### src/rtl/core/leash_follow_controller_assert.svh
// Assertion macros shared by the leash-follow controller RTL.
// Each macro expects signals named clk and rst in the enclosing module.
`ifndef LEASH_FOLLOW_CONTROLLER_ASSERT_SVH
`define LEASH_FOLLOW_CONTROLLER_ASSERT_SVH

// Same-cycle implication, disabled during reset.
`define LFC_ASSERT_IMP(name, ante, cons) \
  name: assert property (@(posedge clk) disable iff (rst) (ante) |-> (cons)) \
    else $error("leash follow controller assertion failed");

// Next-cycle implication, disabled during reset.
`define LFC_ASSERT_NXT(name, ante, cons) \
  name: assert property (@(posedge clk) disable iff (rst) (ante) |=> (cons)) \
    else $error("leash follow controller assertion failed");

`endif

### src/rtl/core/lfc_pkg.sv
// Shared types, widths and codes for the leash-follow controller.
// Used by every module of the block; depends on nothing.
package lfc_pkg;

  localparam int WINDOW_MAX   = 10;
  localparam int SENSOR_COUNT = 4;

  localparam int RANGE_W    = 11;
  localparam int DIST_W     = 14;
  localparam int LIMIT_W    = 15;
  localparam int FORCE_W    = 16;
  localparam int CMD_W      = 16;
  localparam int MODE_W     = 2;
  localparam int STATUS_W   = 2;
  localparam int WIN_W      = 4;
  localparam int RING_IDX_W = $clog2(WINDOW_MAX);
  localparam int SENS_SUM_W = DIST_W + $clog2(SENSOR_COUNT);
  localparam int VCNT_W     = $clog2(SENSOR_COUNT + 1);
  localparam int FSUM_W     = DIST_W + $clog2(WINDOW_MAX + 1);
  localparam int DIV_W      = FSUM_W;
  localparam int DIV_CNT_W  = $clog2(DIV_W);
  localparam int DIVISOR_W  = 4;
  localparam int PADDR_W    = 5;
  localparam int PDATA_W    = 32;

  localparam logic [DIVISOR_W-1:0] SPEED_DIV  = DIVISOR_W'(10);
  localparam logic [FORCE_W:0]     TURN_DEAD  = (FORCE_W + 1)'(5);
  localparam logic [DIST_W-1:0]    RING_RESET = DIST_W'(1000);

  localparam logic [MODE_W-1:0] MODE_OFF    = 2'd0;
  localparam logic [MODE_W-1:0] MODE_ACTIVE = 2'd1;
  localparam logic [MODE_W-1:0] MODE_TEST   = 2'd2;
  localparam logic [MODE_W-1:0] MODE_RSVD   = 2'd3;

  localparam logic [STATUS_W-1:0] ST_OFF   = 2'd0;
  localparam logic [STATUS_W-1:0] ST_OK    = 2'd1;
  localparam logic [STATUS_W-1:0] ST_FORCE = 2'd2;

  localparam logic [2:0] REG_MODE      = 3'd0;
  localparam logic [2:0] REG_TARGET    = 3'd1;
  localparam logic [2:0] REG_SPEED_LIM = 3'd2;
  localparam logic [2:0] REG_TURN_LIM  = 3'd3;
  localparam logic [2:0] REG_WINDOW    = 3'd4;
  localparam logic [2:0] REG_DEAD_ZONE = 3'd5;
  localparam logic [2:0] REG_FORCE_THR = 3'd6;

  typedef struct packed {
    logic [MODE_W-1:0]  mode;
    logic [DIST_W-1:0]  target;
    logic [LIMIT_W-1:0] speed_limit;
    logic [LIMIT_W-1:0] turn_limit;
    logic [WIN_W-1:0]   window;
    logic [DIST_W-1:0]  dead_zone;
    logic [LIMIT_W-1:0] force_thr;
  } cfg_t;

  typedef struct packed {
    logic wr_en;
    logic sum_start;
  } ring_ctl_t;

  typedef enum logic [2:0] {
    S_IDLE,
    S_SENS,
    S_DIV_AVG,
    S_WSUM,
    S_DIV_WIN,
    S_DIV_SPD,
    S_EVAL,
    S_FINISH
  } state_t;

endpackage

### src/rtl/core/lfc_regs.sv
// APB-style configuration registers of the leash-follow controller.
// Depends on lfc_pkg for the register indexes and the cfg_t struct.
module lfc_regs (
  input  logic                          clk,
  input  logic                          rst,
  input  logic                          psel,
  input  logic                          penable,
  input  logic                          pwrite,
  input  logic [lfc_pkg::PADDR_W-1:0]   paddr,
  input  logic [lfc_pkg::PDATA_W-1:0]   pwdata,
  output logic [lfc_pkg::PDATA_W-1:0]   prdata,
  output logic                          pready,
  output lfc_pkg::cfg_t                 cfg
);
  import lfc_pkg::*;

  logic [2:0] idx;
  logic       wr;

  assign idx    = paddr[PADDR_W-1:2];
  assign wr     = psel && penable && pwrite;
  assign pready = 1'b1;

  always_ff @(posedge clk) begin
    if (rst) begin
      cfg.mode        <= MODE_OFF;
      cfg.target      <= RING_RESET;
      cfg.speed_limit <= LIMIT_W'(100);
      cfg.turn_limit  <= LIMIT_W'(100);
      cfg.window      <= WIN_W'(10);
      cfg.dead_zone   <= DIST_W'(50);
      cfg.force_thr   <= LIMIT_W'(100);
    end else if (wr) begin
      unique case (idx)
        REG_MODE:      cfg.mode        <= pwdata[MODE_W-1:0];
        REG_TARGET:    cfg.target      <= pwdata[DIST_W-1:0];
        REG_SPEED_LIM: cfg.speed_limit <= pwdata[LIMIT_W-1:0];
        REG_TURN_LIM:  cfg.turn_limit  <= pwdata[LIMIT_W-1:0];
        REG_WINDOW:    cfg.window      <= pwdata[WIN_W-1:0];
        REG_DEAD_ZONE: cfg.dead_zone   <= pwdata[DIST_W-1:0];
        REG_FORCE_THR: cfg.force_thr   <= pwdata[LIMIT_W-1:0];
        default: ;
      endcase
    end
  end

  always_comb begin
    prdata = '0;
    unique case (idx)
      REG_MODE:      prdata = PDATA_W'(cfg.mode);
      REG_TARGET:    prdata = PDATA_W'(cfg.target);
      REG_SPEED_LIM: prdata = PDATA_W'(cfg.speed_limit);
      REG_TURN_LIM:  prdata = PDATA_W'(cfg.turn_limit);
      REG_WINDOW:    prdata = PDATA_W'(cfg.window);
      REG_DEAD_ZONE: prdata = PDATA_W'(cfg.dead_zone);
      REG_FORCE_THR: prdata = PDATA_W'(cfg.force_thr);
      default:       prdata = '0;
    endcase
  end

endmodule

### src/rtl/core/lfc_serdiv.sv
// Bit-serial restoring divider, one quotient bit per cycle.
// Depends on lfc_pkg for the dividend and divisor widths.
module lfc_serdiv (
  input  logic                            clk,
  input  logic                            rst,
  input  logic                            start,
  input  logic [lfc_pkg::DIV_W-1:0]       dividend,
  input  logic [lfc_pkg::DIVISOR_W-1:0]   divisor,
  output logic                            done,
  output logic [lfc_pkg::DIV_W-1:0]       quotient
);
  import lfc_pkg::*;

  logic [DIV_W-1:0]     acc;
  logic [DIVISOR_W-1:0] rem;
  logic [DIVISOR_W-1:0] dsr;
  logic [DIV_CNT_W-1:0] cnt;
  logic                 busy;
  logic [DIVISOR_W:0]   trial;
  logic [DIVISOR_W:0]   trial_sub;
  logic                 fits;

  assign trial     = {rem, acc[DIV_W-1]};
  assign fits      = trial >= {1'b0, dsr};
  assign trial_sub = trial - {1'b0, dsr};
  assign quotient  = acc;

  always_ff @(posedge clk) begin
    if (rst) begin
      busy <= 1'b0;
      done <= 1'b0;
    end else begin
      done <= 1'b0;
      if (start) begin
        busy <= 1'b1;
      end else if (busy && (cnt == DIV_CNT_W'(DIV_W - 1))) begin
        busy <= 1'b0;
        done <= 1'b1;
      end
    end
  end

  always_ff @(posedge clk) begin
    if (start) begin
      acc <= dividend;
      rem <= '0;
      dsr <= divisor;
      cnt <= '0;
    end else if (busy) begin
      acc <= {acc[DIV_W-2:0], fits};
      rem <= fits ? trial_sub[DIVISOR_W-1:0] : trial[DIVISOR_W-1:0];
      cnt <= cnt + 1'b1;
    end
  end

endmodule

### src/rtl/core/lfc_ring.sv
// Distance ring buffer with its write pointer and a serial window adder.
// Depends on lfc_pkg for the ring depth, widths and the ring_ctl_t struct.
module lfc_ring (
  input  logic                          clk,
  input  logic                          rst,
  input  logic [lfc_pkg::WIN_W-1:0]     window,
  input  lfc_pkg::ring_ctl_t            ctl,
  input  logic [lfc_pkg::DIST_W-1:0]    wr_data,
  output logic [lfc_pkg::WIN_W-1:0]     eff_win,
  output logic                          sum_done,
  output logic [lfc_pkg::FSUM_W-1:0]    sum
);
  import lfc_pkg::*;

  logic [DIST_W-1:0]     ring [WINDOW_MAX];
  logic [RING_IDX_W-1:0] pos;
  logic [RING_IDX_W-1:0] idx;
  logic                  busy;
  logic                  wrap;
  logic                  last;

  always_comb begin
    if (window == '0) begin
      eff_win = WIN_W'(1);
    end else if (window > WIN_W'(WINDOW_MAX)) begin
      eff_win = WIN_W'(WINDOW_MAX);
    end else begin
      eff_win = window;
    end
  end

  assign wrap = ((RING_IDX_W + 1)'(pos) + 1'b1) >= (RING_IDX_W + 1)'(eff_win);
  assign last = idx == RING_IDX_W'(eff_win - 1'b1);

  always_ff @(posedge clk) begin
    if (rst) begin
      for (int i = 0; i < WINDOW_MAX; i++) begin
        ring[i] <= RING_RESET;
      end
      pos <= '0;
    end else if (ctl.wr_en) begin
      ring[pos] <= wr_data;
      pos       <= wrap ? '0 : pos + 1'b1;
    end
  end

  always_ff @(posedge clk) begin
    if (rst) begin
      busy     <= 1'b0;
      sum_done <= 1'b0;
    end else begin
      sum_done <= 1'b0;
      if (ctl.sum_start) begin
        busy <= 1'b1;
      end else if (busy && last) begin
        busy     <= 1'b0;
        sum_done <= 1'b1;
      end
    end
  end

  always_ff @(posedge clk) begin
    if (ctl.sum_start) begin
      idx <= '0;
      sum <= '0;
    end else if (busy) begin
      idx <= idx + 1'b1;
      sum <= sum + FSUM_W'(ring[idx]);
    end
  end

endmodule

### src/rtl/core/leash_follow_controller.sv
// Leash-follow controller: a full update reads the four sensors in turn, runs the serial
// divider two or three times and sums the window entries in the ring adder before out_valid
// rises. Mode off or emergency go straight to the output stage; no valid reading ends the
// update after the sensor scan. One item is in work at a time; the next is accepted in the
// cycle after the result loads, and the result waits while the output register is still full.
// Reset loads the register defaults, fills the ring with 1000 mm and sets the status to off.
`include "leash_follow_controller_assert.svh"

module leash_follow_controller (
  input  logic                                clk,
  input  logic                                rst,
  input  logic                                psel,
  input  logic                                penable,
  input  logic                                pwrite,
  input  logic [lfc_pkg::PADDR_W-1:0]         paddr,
  input  logic [lfc_pkg::PDATA_W-1:0]         pwdata,
  output logic [lfc_pkg::PDATA_W-1:0]         prdata,
  output logic                                pready,
  input  logic                                in_valid,
  output logic                                in_ready,
  input  logic signed [lfc_pkg::RANGE_W-1:0]  range_a_cm,
  input  logic signed [lfc_pkg::RANGE_W-1:0]  range_b_cm,
  input  logic signed [lfc_pkg::RANGE_W-1:0]  range_c_cm,
  input  logic signed [lfc_pkg::RANGE_W-1:0]  range_d_cm,
  input  logic signed [lfc_pkg::FORCE_W-1:0]  leash_force,
  input  logic                                emergency,
  output logic                                out_valid,
  input  logic                                out_ready,
  output logic                                motor_write,
  output logic signed [lfc_pkg::CMD_W-1:0]    speed_cmd,
  output logic signed [lfc_pkg::CMD_W-1:0]    turn_cmd,
  output logic [lfc_pkg::STATUS_W-1:0]        status_code,
  output logic                                status_report
);
  import lfc_pkg::*;

  cfg_t      cfg;
  state_t    state, state_next;
  ring_ctl_t ring_ctl;

  logic [RANGE_W-1:0]    sens [SENSOR_COUNT];
  logic [FORCE_W-1:0]    force_q;
  logic [SENS_SUM_W-1:0] ssum;
  logic [VCNT_W-1:0]     vcnt;
  logic [VCNT_W-1:0]     scnt;
  logic                  dneg_q;
  logic                  res_write;
  logic [CMD_W-1:0]      res_speed;
  logic [CMD_W-1:0]      res_turn;
  logic                  res_report;
  logic [STATUS_W-1:0]   cur_status;
  logic                  out_load;
  logic                  mode_off;

  logic                  div_start;
  logic [DIV_W-1:0]      div_dividend;
  logic [DIVISOR_W-1:0]  div_divisor;
  logic                  div_done;
  logic [DIV_W-1:0]      div_q;

  logic [WIN_W-1:0]      eff_win;
  logic                  sum_done;
  logic [FSUM_W-1:0]     ring_sum;

  logic [RANGE_W-1:0]    head;
  logic                  head_ok;
  logic [SENS_SUM_W-1:0] head_mm;
  logic [SENS_SUM_W-1:0] ssum_next;
  logic [VCNT_W-1:0]     vcnt_next;

  logic [DIST_W:0]       delta;
  logic [DIST_W:0]       delta_abs;
  logic                  dneg;
  logic [DIST_W-1:0]     dmag;
  logic                  move;

  logic [LIMIT_W-1:0]    spd_mag;
  logic [CMD_W-1:0]      spd_u;
  logic [CMD_W-1:0]      spd_val;

  logic                  fneg;
  logic [FORCE_W:0]      fext;
  logic [FORCE_W:0]      fabs;
  logic [LIMIT_W-1:0]    turn_mag;
  logic [CMD_W-1:0]      turn_u;
  logic [CMD_W-1:0]      turn_val;
  logic [FORCE_W+1:0]    force_lhs;
  logic [FORCE_W+1:0]    force_rhs;
  logic [STATUS_W-1:0]   status_new;

  lfc_regs u_regs (
    .clk     (clk),
    .rst     (rst),
    .psel    (psel),
    .penable (penable),
    .pwrite  (pwrite),
    .paddr   (paddr),
    .pwdata  (pwdata),
    .prdata  (prdata),
    .pready  (pready),
    .cfg     (cfg)
  );

  lfc_serdiv u_div (
    .clk      (clk),
    .rst      (rst),
    .start    (div_start),
    .dividend (div_dividend),
    .divisor  (div_divisor),
    .done     (div_done),
    .quotient (div_q)
  );

  lfc_ring u_ring (
    .clk      (clk),
    .rst      (rst),
    .window   (cfg.window),
    .ctl      (ring_ctl),
    .wr_data  (div_q[DIST_W-1:0]),
    .eff_win  (eff_win),
    .sum_done (sum_done),
    .sum      (ring_sum)
  );

  assign mode_off = (cfg.mode == MODE_OFF) || (cfg.mode == MODE_RSVD);

  // Readings are scaled from cm to mm as 8x + 2x.
  assign head      = sens[0];
  assign head_ok   = !head[RANGE_W-1] && (head != '0);
  assign head_mm   = SENS_SUM_W'({head[RANGE_W-2:0], 3'b000}) +
                     SENS_SUM_W'({head[RANGE_W-2:0], 1'b0});
  assign ssum_next = head_ok ? ssum + head_mm : ssum;
  assign vcnt_next = vcnt + VCNT_W'(head_ok);

  assign delta     = {1'b0, div_q[DIST_W-1:0]} - {1'b0, cfg.target};
  assign dneg      = delta[DIST_W];
  assign delta_abs = dneg ? -delta : delta;
  assign dmag      = delta_abs[DIST_W-1:0];
  assign move      = dmag > cfg.dead_zone;

  assign spd_mag = (div_q > DIV_W'(cfg.speed_limit)) ? cfg.speed_limit : div_q[LIMIT_W-1:0];
  assign spd_u   = CMD_W'(spd_mag);
  assign spd_val = dneg_q ? -spd_u : spd_u;

  assign fneg     = force_q[FORCE_W-1];
  assign fext     = {force_q[FORCE_W-1], force_q};
  assign fabs     = fneg ? -fext : fext;
  assign turn_mag = (fabs > (FORCE_W + 1)'(cfg.turn_limit)) ? cfg.turn_limit
                                                            : fabs[LIMIT_W-1:0];
  assign turn_u   = CMD_W'(turn_mag);
  assign turn_val = (fabs > TURN_DEAD) ? (fneg ? -turn_u : turn_u) : '0;

  assign force_lhs  = {fabs, 1'b0};
  assign force_rhs  = (FORCE_W + 2)'({cfg.force_thr, 1'b0}) + (FORCE_W + 2)'(cfg.force_thr);
  assign status_new = (force_lhs > force_rhs) ? ST_FORCE : ST_OK;

  always_ff @(posedge clk) begin
    if (rst) begin
      state <= S_IDLE;
    end else begin
      state <= state_next;
    end
  end

  always_comb begin
    state_next   = state;
    in_ready     = 1'b0;
    div_start    = 1'b0;
    div_dividend = '0;
    div_divisor  = '0;
    ring_ctl     = '0;
    out_load     = 1'b0;
    unique case (state)
      S_IDLE: begin
        in_ready = 1'b1;
        if (in_valid) begin
          state_next = (mode_off || emergency) ? S_FINISH : S_SENS;
        end
      end
      S_SENS: begin
        if (scnt == VCNT_W'(SENSOR_COUNT - 1)) begin
          if (vcnt_next == '0) begin
            state_next = S_FINISH;
          end else begin
            div_start    = 1'b1;
            div_dividend = DIV_W'(ssum_next);
            div_divisor  = DIVISOR_W'(vcnt_next);
            state_next   = S_DIV_AVG;
          end
        end
      end
      S_DIV_AVG: begin
        if (div_done) begin
          ring_ctl.wr_en     = 1'b1;
          ring_ctl.sum_start = 1'b1;
          state_next         = S_WSUM;
        end
      end
      S_WSUM: begin
        if (sum_done) begin
          div_start    = 1'b1;
          div_dividend = DIV_W'(ring_sum);
          div_divisor  = DIVISOR_W'(eff_win);
          state_next   = S_DIV_WIN;
        end
      end
      S_DIV_WIN: begin
        if (div_done) begin
          if (move) begin
            div_start    = 1'b1;
            div_dividend = DIV_W'(dmag);
            div_divisor  = SPEED_DIV;
            state_next   = S_DIV_SPD;
          end else begin
            state_next = S_EVAL;
          end
        end
      end
      S_DIV_SPD: begin
        if (div_done) begin
          state_next = S_EVAL;
        end
      end
      S_EVAL: begin
        state_next = S_FINISH;
      end
      S_FINISH: begin
        if (!out_valid || out_ready) begin
          out_load   = 1'b1;
          state_next = S_IDLE;
        end
      end
      default: state_next = S_IDLE;
    endcase
  end

  always_ff @(posedge clk) begin
    case (state)
      S_IDLE: begin
        if (in_valid) begin
          sens[0]    <= range_a_cm;
          sens[1]    <= range_b_cm;
          sens[2]    <= range_c_cm;
          sens[3]    <= range_d_cm;
          force_q    <= leash_force;
          ssum       <= '0;
          vcnt       <= '0;
          scnt       <= '0;
          res_write  <= 1'b1;
          res_speed  <= '0;
          res_turn   <= '0;
          res_report <= 1'b0;
        end
      end
      S_SENS: begin
        for (int i = 0; i < SENSOR_COUNT - 1; i++) begin
          sens[i] <= sens[i+1];
        end
        ssum      <= ssum_next;
        vcnt      <= vcnt_next;
        scnt      <= scnt + 1'b1;
        res_write <= 1'b0;
      end
      S_DIV_WIN: begin
        if (div_done) begin
          dneg_q <= dneg;
        end
      end
      S_DIV_SPD: begin
        if (div_done) begin
          res_speed <= spd_val;
        end
      end
      S_EVAL: begin
        res_turn   <= turn_val;
        res_write  <= cfg.mode == MODE_ACTIVE;
        res_report <= status_new != cur_status;
      end
      default: ;
    endcase
  end

  always_ff @(posedge clk) begin
    if (rst) begin
      cur_status <= ST_OFF;
      out_valid  <= 1'b0;
    end else begin
      if ((state == S_IDLE) && in_valid && mode_off) begin
        cur_status <= ST_OFF;
      end else if (state == S_EVAL) begin
        cur_status <= status_new;
      end
      if (out_load) begin
        out_valid <= 1'b1;
      end else if (out_ready) begin
        out_valid <= 1'b0;
      end
    end
  end

  always_ff @(posedge clk) begin
    if (out_load) begin
      motor_write   <= res_write;
      speed_cmd     <= res_speed;
      turn_cmd      <= res_turn;
      status_code   <= cur_status;
      status_report <= res_report;
    end
  end

  `LFC_ASSERT_IMP(a_div_done_in_div_state, div_done,
    (state == S_DIV_AVG) || (state == S_DIV_WIN) || (state == S_DIV_SPD))
  `LFC_ASSERT_NXT(a_accept_leaves_idle, in_valid && in_ready, state != S_IDLE)
  `LFC_ASSERT_IMP(a_report_not_off, out_valid && status_report, status_code != ST_OFF)

endmodule

### config.mk
export PLATFORM = sky130hd
export DESIGN_NAME = leash_follow_controller
export DESIGN_NICKNAME = d
export VERILOG_FILES = /design/src/rtl/core/lfc_pkg.sv /design/src/rtl/core/lfc_regs.sv /design/src/rtl/core/lfc_serdiv.sv /design/src/rtl/core/lfc_ring.sv /design/src/rtl/core/leash_follow_controller.sv
export VERILOG_INCLUDE_DIRS = /design/src /design/src/rtl/core
export SDC_FILE = /design/constraint.sdc
export NUM_CORES = 1
export LEC_CHECK = 0
export BUFFER_PORTS_ARGS = -buffer_cell sky130_fd_sc_hd__buf_2
export CAP_MARGIN = 15
export CORE_UTILIZATION = 55
export CTS_CLUSTER_SIZE = 28
export DETAILED_ROUTE_END_ITERATION = 8
export GPL_TIMING_DRIVEN = 0
export PLACE_DENSITY = 0.73
export SLEW_MARGIN = 20
export SYNTH_ARGS = -nofsm -noshare
export SYNTH_HDL_FRONTEND = slang
export SYNTH_HIERARCHICAL = 1
export SYNTH_SLANG_ARGS = --single-unit
### constraint.sdc
create_clock -name clk -period 7.2 [get_ports clk]
set_input_delay 0.36 -clock clk [delete_from_list [all_inputs] [get_ports clk]]
set_output_delay 0.36 -clock clk [all_outputs]
set_load 0.1 [all_outputs]
==> results of run 1 <==
## timing repair
action                                  in CTS  in global routing
endpoints found under the hold margin       35                  0
gates resized for setup                      0                  3
endpoints found under the setup margin       0                 21
setup buffers                                0                  1
hold buffers                                35                  0
## worst max-delay path: stages, from the launching register on
cell and delay, ns:
edfxtp_1 0.55, inv_1 0.17, ha_1 0.25, fa_1 0.42, nor2b_1 0.22, o211ai_1 0.15, a21oi_1 0.23, o31a_1 0.23
a41oi_1 0.18, a21oi_2 0.43, inv_1 0.20, o21ai_0 0.15, xnor2_1 0.28, ha_1 0.34, a21o_1 0.16, a21o_1 0.17
a21o_1 0.17, a21oi_1 0.14, o21a_1 0.14, o221ai_1 0.19, and3_1 0.27, or3_1 0.45, buf_2 0.26, nor2_1 0.42
clkinvlp_4 0.17, buf_4 0.24
## cells by family (layout without fill, tap and decap cells)
kind of cell | Yosys count | count (layout) | synth area share
compound gates | 401 | 401 | 0.0964
xor+xnor | 107 | 107 | 0.0325
fa+ha+maj | 154 | 154 | 0.0701
buf+inv | 252 | 532 | 0.0414
flops | 526 | 526 | 0.503
mux | 215 | 215 | 0.110
other cells | 2 | 18 | 0.000260
simple gates | 878 | 878 | 0.146
## layout make-up
cell class              instances  area share
flip-flops and latches        526       0.441
inverters                     119      0.0137
well taps                     680      0.0259
clock inverters                39      0.0160
repair buffers                178      0.0347
plain buffers                 133      0.0228
clock buffers                  63      0.0421
multi-input cells            1773       0.403
## report_power, final
group | internal (W) | switching (W) | total, W
Combinational | 0.00138 | 0.00226 | 0.00363
Clock | 0.00179 | 0.00120 | 0.00299
Sequential | 0.00377 | 0.000243 | 0.00401
## registers in the layout (all words and copies together), names as in the netlist, 16 cells and up, named ones only
| register | cells |
|---|---|
| u_ring/ring | 224 |
| u_regs/cfg | 79 |
| sens | 44 |
| u_div/quotient | 18 |
| u_ring/sum | 18 |
| force_q | 16 |
| res_speed | 16 |
| res_turn | 16 |
| speed_cmd | 16 |
| turn_cmd | 16 |
## placed cells by master (no fill, tap or decap), drive strengths merged, types with 39 or more instances in the layout
master	n
mux2i	112
xnor2	72
dfxtp	128
nor3	39
inv	122
nand2	258
mux4	71
clkbuf	131
o21ai	67
nand2b	104
nor2	270
buf	208
edfxtp	398
a21oi	110
nand3	47
ha	141
## per-stage QoR
stage | instances | cell area, um^2 | worst slack (ns) | util | power [W]
floorplan | 2551 | 28900 | 1.68 | - | 0.00667
global placement | 3366 | 30500 | 0.357 | 0.590 | 0.00751
detailed placement | 3373 | 30600 | 0.270 | 0.593 | 0.00761
CTS | 3510 | 32900 | 0.222 | 0.636 | 0.0106
global route | 3511 | 32900 | -0.00422 | 0.637 | 0.0112
finish | 3511 | 32900 | 0.331 | 0.637 | 0.0106
## worst min path at each step
stage	depth (start not counted)	to	startpoint	slack (ns)
5_1_grt	3	u_regs/cfg[72]	pwdata[9]	0.02
4_1_cts	3	sens[1][9]	range_b_cm[9]	0.0007
2_1_floorplan	0	motor_write	res_write	0.40
3_3_place_gp	0	turn_cmd[7]	res_turn[7]	0.40
3_5_place_dp	0	turn_cmd[3]	res_turn[3]	0.40
6_report	3	sens[1][6]	range_b_cm[6]	0.03
## routing by layer
layer,vias to the layer above,part of all wire,GRT usage
met5,-,0,0
met4,0,0.029,0.0962
met3,164,0.071,0.0418
met2,930,0.48,0.491
met1,10422,0.42,0.392
li1,9802,-,-
==> results.py, run 1 <==
metrics = {
    "synth": {
        "ys.flop_type": "edfxtp_1",
        "synth.largest_area_cell": "edfxtp_1",
        "syn_inst": 2535,
        "synth_seq_cells": 526,
        "syn_area_um2": 28900,
        "synth_edf_count": 398,
        "async_reset_ff_frac": 0,
        "yosysSeqAreaShare": 0.503,
        "synth_top_cell_area_share": 0.414,
        "ys_types": 106,
        "yosysMostFrequentCell": "edfxtp_1",
        "synth_area_per_cell_um2": 11.4,
        "synthTopCellsByCount": "edfxtp_1, nor2_1, nand2_1",
        "ys_warn_count": 6,
        "synth_area_leaders": "edfxtp_1, dfxtp_1, ha_1, mux2i_1, nor2_1",
    },
    "cts": {
        "cts.sinks": 526,
        "clk_pin_slew_ns": 0.07,
        "cts_tree": "built",
        "cts_buffers": 54,
        "ctsHtreeMaxLevel": 2,
        "insertion_delay_ns": 0.62,
        "cts_max_path_buffers": 3,
        "cts-root-buf": "clkbuf_16",
    },
    "worst_setup_path": {
        "path_max_fanout": 18,
        "r2r-end": "u_div/quotient[9]",
        "worstSetupPathType": "reg2reg",
        "crit_path_end_kind": "flop",
        "r2r_start": "u_div/quotient[0]",
        "crit_start": "u_div/quotient[0]",
        "r2r_slack_ns": 0.33,
        "crit_end": "u_div/quotient[9]",
        "r2r_cells": 25,
        "crit_required_ns": 7.54,
        "cp_data_arrival_time_ns": 7.21,
        "critPathLaunchType": "flop",
    },
    "drt": {
        "ant_nets": 0,
        "vias": 21318,
        "drt_wl_total_um": 78300,
        "drc_errors": 0,
        "drt_iter0_markers": 2144,
        "detail_route.wl_per_cell_um": 22.3,
        "drt-pass1-iter-count": 6,
        "vias_per_cell": 6.07,
    },
    "floorplanning": {
        "die_w_um": 231,
        "core_area_um2": 51600,
        "fp.dieArea_um2": 53400,
        "start_util": 0.559,
        "die_y_um": 231,
        "io_pins": 176,
        "core.rowCount": 83,
    },
    "timing": {
        "slew_violations": 0,
        "max_slew_margin": 0.334,
        "fin_crit_ns": 6.87,
        "setup_tns_ns": 0,
        "tightest_slew_ns": 0.989,
        "skew_ns": 0.0178,
        "hold_ws_ns": 0.0291,
        "finalCritPeriodShare": 0.954,
        "finalHoldViolations": 0,
        "fmax_mhz": 146,
        "setup_violations": 0,
    },
    "finish": {
        "layout.area.seq_um2": 14500,
        "syn2layout_area_growth_pct": 13.9,
        "drive_gt1_frac": 0.143,
        "finish.net_count": 3044,
        "multi_input_area_um2": 13300,
        "nFillCells": 3916,
        "n_antenna_cell": 0,
    },
    "place": {
        "hpwl_um": 58100,
        "port_buffers": 135,
        "place_congestion": 0.919,
    },
    "outcome": {
        "outcome": "finished, final reports clean",
    },
    "grt": {
        "antenna_found_initial": 1,
        "grt_pass1_vias": 20747,
        "track_usage": 0.293,
        "grt_max_degree": 34,
        "grt_pass1_wl_um": 120000,
        "grt_overflow": 0,
    },
    "pwr": {
        "vdd_drop_max_mv": 0.246,
        "p_leak_nw": 12.7,
        "power-per-cell-area_nw_per_um2": 323,
    },
    "run": {
        "maxCapViolCount": 0,
    },
    "hold_path": {
        "hold_class": "in2reg",
    },
}
Note: power is estimated with default switching activity, not from simulation.
==> inputs of run 2 (changes only) <==
--- a/config.mk
+++ b/config.mk
@@ -6,6 +6,7 @@
 export SDC_FILE = /design/constraint.sdc
 export NUM_CORES = 1
 export LEC_CHECK = 0
+export ABC_AREA = 1
 export BUFFER_PORTS_ARGS = -buffer_cell sky130_fd_sc_hd__buf_2
 export CAP_MARGIN = 15
 export CORE_UTILIZATION = 55
==> run 2 against run 1 <==
  * Die area increased by 2.9%
  * Largest cell class unchanged
  * Synthesized cell count increased by 37%
  * Clock skew increased by 0.019 ns
  * Synthesized area increased by 2.9%
  * Register-to-register slack improved by 0.78 ns
  * Setup slack improved by 0.78 ns
  * Largest power group unchanged
  * Critical path type unchanged
  * Maximum frequency increased by 13%
  * Final cell count increased by 28%
==> results.py, run 2 <==
metrics = {
    "outcome": {
        "outcome": "finished, final reports clean",
    },
    "pwr": {
        "pwr-share-comb": 0.339,
        "p_switching_w": 0.00379,
        "p_leak_nw": 14.5,
        "power-per-cell-area_nw_per_um2": 302,
        "p_clk_frac": 0.279,
        "internal-power_w": 0.00649,
        "power_switching_share": 0.368,
        "vdd_drop_max_mv": 0.354,
        "seq_power_share": 0.382,
    },
    "timing": {
        "skew_ns": 0.0366,
        "finalCritPeriodShare": 0.845,
        "max_slew_margin": 0.234,
        "grt_setup_unrepaired": "no",
        "finalHoldViolations": 0,
        "setup_tns_ns": 0,
        "hold_ws_ns": 0.0268,
        "fin_crit_ns": 6.09,
        "tightest_slew_ns": 1.14,
        "fmax_mhz": 164,
        "finalWorstSetupSlack_ns": 1.11,
        "slew_violations": 0,
        "setup_violations": 0,
    },
    "synth": {
        "synthTopCellsByCount": "nand2_1, nor2_1, edfxtp_1",
        "synth_seq_cells": 526,
        "yosysMostFrequentCell": "nand2_1",
        "synth_area_per_cell_um2": 8.57,
        "async_reset_ff_frac": 0,
        "syn_inst": 3468,
        "ys.flop_type": "edfxtp_1",
        "ys_types": 67,
        "synth_top_cell_area_share": 0.402,
        "synth_area_leaders": "edfxtp_1, nand2_1, dfxtp_1, nor2_1, ha_1",
        "yosysSeqAreaShare": 0.489,
        "syn_area_um2": 29700,
        "synth.largest_area_cell": "edfxtp_1",
        "ys_warn_count": 6,
        "synth_edf_count": 398,
    },
    "drt": {
        "ant_nets": 0,
        "drt_wl_total_um": 85600,
        "drc_errors": 0,
        "drt_iter0_markers": 2476,
        "vias_per_cell": 5.56,
        "vias": 24970,
        "detail_route.wl_per_cell_um": 19.1,
        "drt-pass1-iter-count": 8,
    },
    "finish": {
        "multi_input_area_um2": 13000,
        "syn2layout_area_growth_pct": 14.4,
        "layout.area.seq_um2": 14500,
        "finish.net_count": 4011,
        "nFillCells": 4488,
        "largest_reg_flops": 224,
        "largest-register": "u_ring/ring",
        "reg_top3": "u_ring/ring: 224 flops, u_regs/cfg: 79 flops, sens: 44 flops",
        "layout_common_cells": "nand2_1, nor2_1, edfxtp_1",
        "n_antenna_cell": 0,
        "final_common_cell": "nand2_1",
        "drive_gt1_frac": 0.122,
    },
    "floorplanning": {
        "io_pins": 176,
        "die_w_um": 234,
        "die_y_um": 234,
        "core.rowCount": 84,
        "fp.dieArea_um2": 54900,
        "start_util": 0.561,
        "core_area_um2": 53000,
    },
    "cts": {
        "cts_max_path_buffers": 3,
        "cts_buffers": 56,
        "cts_tree": "built",
        "cts-root-buf": "clkbuf_16",
        "post_cts_buffers": 0,
        "ctsHtreeMaxLevel": 2,
        "clk_pin_slew_ns": 0.07,
        "insertion_delay_ns": 0.64,
        "cts.sinks": 526,
    },
    "worst_setup_path": {
        "critPathLaunchType": "flop",
        "r2r_cells": 33,
        "cp_common_cell": "nand2_1",
        "crit_path_end_kind": "flop",
        "crit_family": "simple AND/OR/NAND/NOR gates",
        "max_stage_delay_ns": 0.64,
        "crit_cells": 33,
        "path_max_fanout": 19,
        "cp_data_arrival_time_ns": 6.32,
        "cpMaxStageDelayCell": "inv_1",
        "worstSetupPathType": "reg2reg",
        "crit_required_ns": 7.44,
        "critPathBufInv": 8,
    },
    "run": {
        "maxCapViolCount": 0,
    },
    "grt": {
        "grt_pass1_wl_um": 129000,
        "track_usage": 0.309,
        "use_met2": 0.500,
        "grt_max_degree": 34,
        "grt_overflow": 0,
        "antenna_found_initial": 0,
        "grtUsageMet1": 0.410,
        "grt.busiest_layer": "met2",
        "use_met3": 0.0460,
        "grt_pass1_vias": 23411,
    },
    "place": {
        "port_buffers": 137,
        "pre_cts_ws_ns": 1.32,
        "place_congestion": 1.02,
        "hpwl_um": 62400,
    },
    "hold_path": {
        "hold_class": "in2reg",
        "hold_depth": 3,
    },
}
[run 2: cell type report]
class	instances	area share
sequential	526	0.427
timing repair buffer	210	0.0429
clock buffer	86	0.0501
multi-input combinational	2439	0.383
clock inverter	19	0.00453
inverter	378	0.0421
buffer	141	0.0246
tap	688	0.0253
[run 2: logic make-up after synthesis]
logic type,synth area share
XOR/XNOR,0.0193
flip-flops,0.489
buffers and inverters,0.0763
adder cells (fa/ha/maj),0.0682
AO/OA/AOI/OAI,0.0909
AND/OR/NAND/NOR,0.256
other,0.000253
[run 2: power groups by stage]
stage	Clock (W)	Combinational, W	Sequential [W]
2_1_floorplan	0	0.00251	0.00397
3_3_place_gp	0	0.00330	0.00399
3_5_place_dp	0	0.00339	0.00399
4_1_cts	0.00290	0.00344	0.00393
5_1_grt	0.00302	0.00390	0.00396
6_report	0.00287	0.00348	0.00393
[run 2: worst register-to-register path, delay by kind of cell (launching register included)]
kind,cells,cell delay [ns]
AOI/OAI and AO/OA,3,0.47
adders and majority gates,3,0.87
buffers and inverters,8,1.42
DFF,1,0.46
and+or+nand+nor,19,2.46
[run 2: metal layers]
| layer | wire length (um) | share of wire |
|---|---|---|
| met5 | 0 | 0 |
| met4 | 4050 | 0.047 |
| met3 | 7560 | 0.088 |
| met2 | 39300 | 0.46 |
| met1 | 34700 | 0.41 |
[run 2: through the flow]
stage               utilization  area (um^2)  cells  power, W
floorplan                     -        29800   3484   0.00648
global placement          0.591        31300   4309   0.00729
detailed placement        0.595        31500   4319   0.00738
CTS                       0.641        34000   4487    0.0103
global route              0.641        34000   4487    0.0109
finish                    0.641        34000   4487    0.0103
[run 2: path summary, 6_finish.rpt]
path | from | end | slack, ns
setup / recovery | u_div/quotient[0] | u_div/quotient[9] | 1.11
hold / removal | pwdata[7] | u_regs/cfg[70] | 0.03
setup reg to reg | u_div/quotient[0] | u_div/quotient[9] | 1.11
hold reg to reg | res_speed[5] | speed_cmd[5] | 0.41
[run 2: what timing repair did]
action	CTS	global route
resized for setup	0	0
setup endpoints to repair	0	0
hold endpoints to repair	63	0
hold buffers	63	0
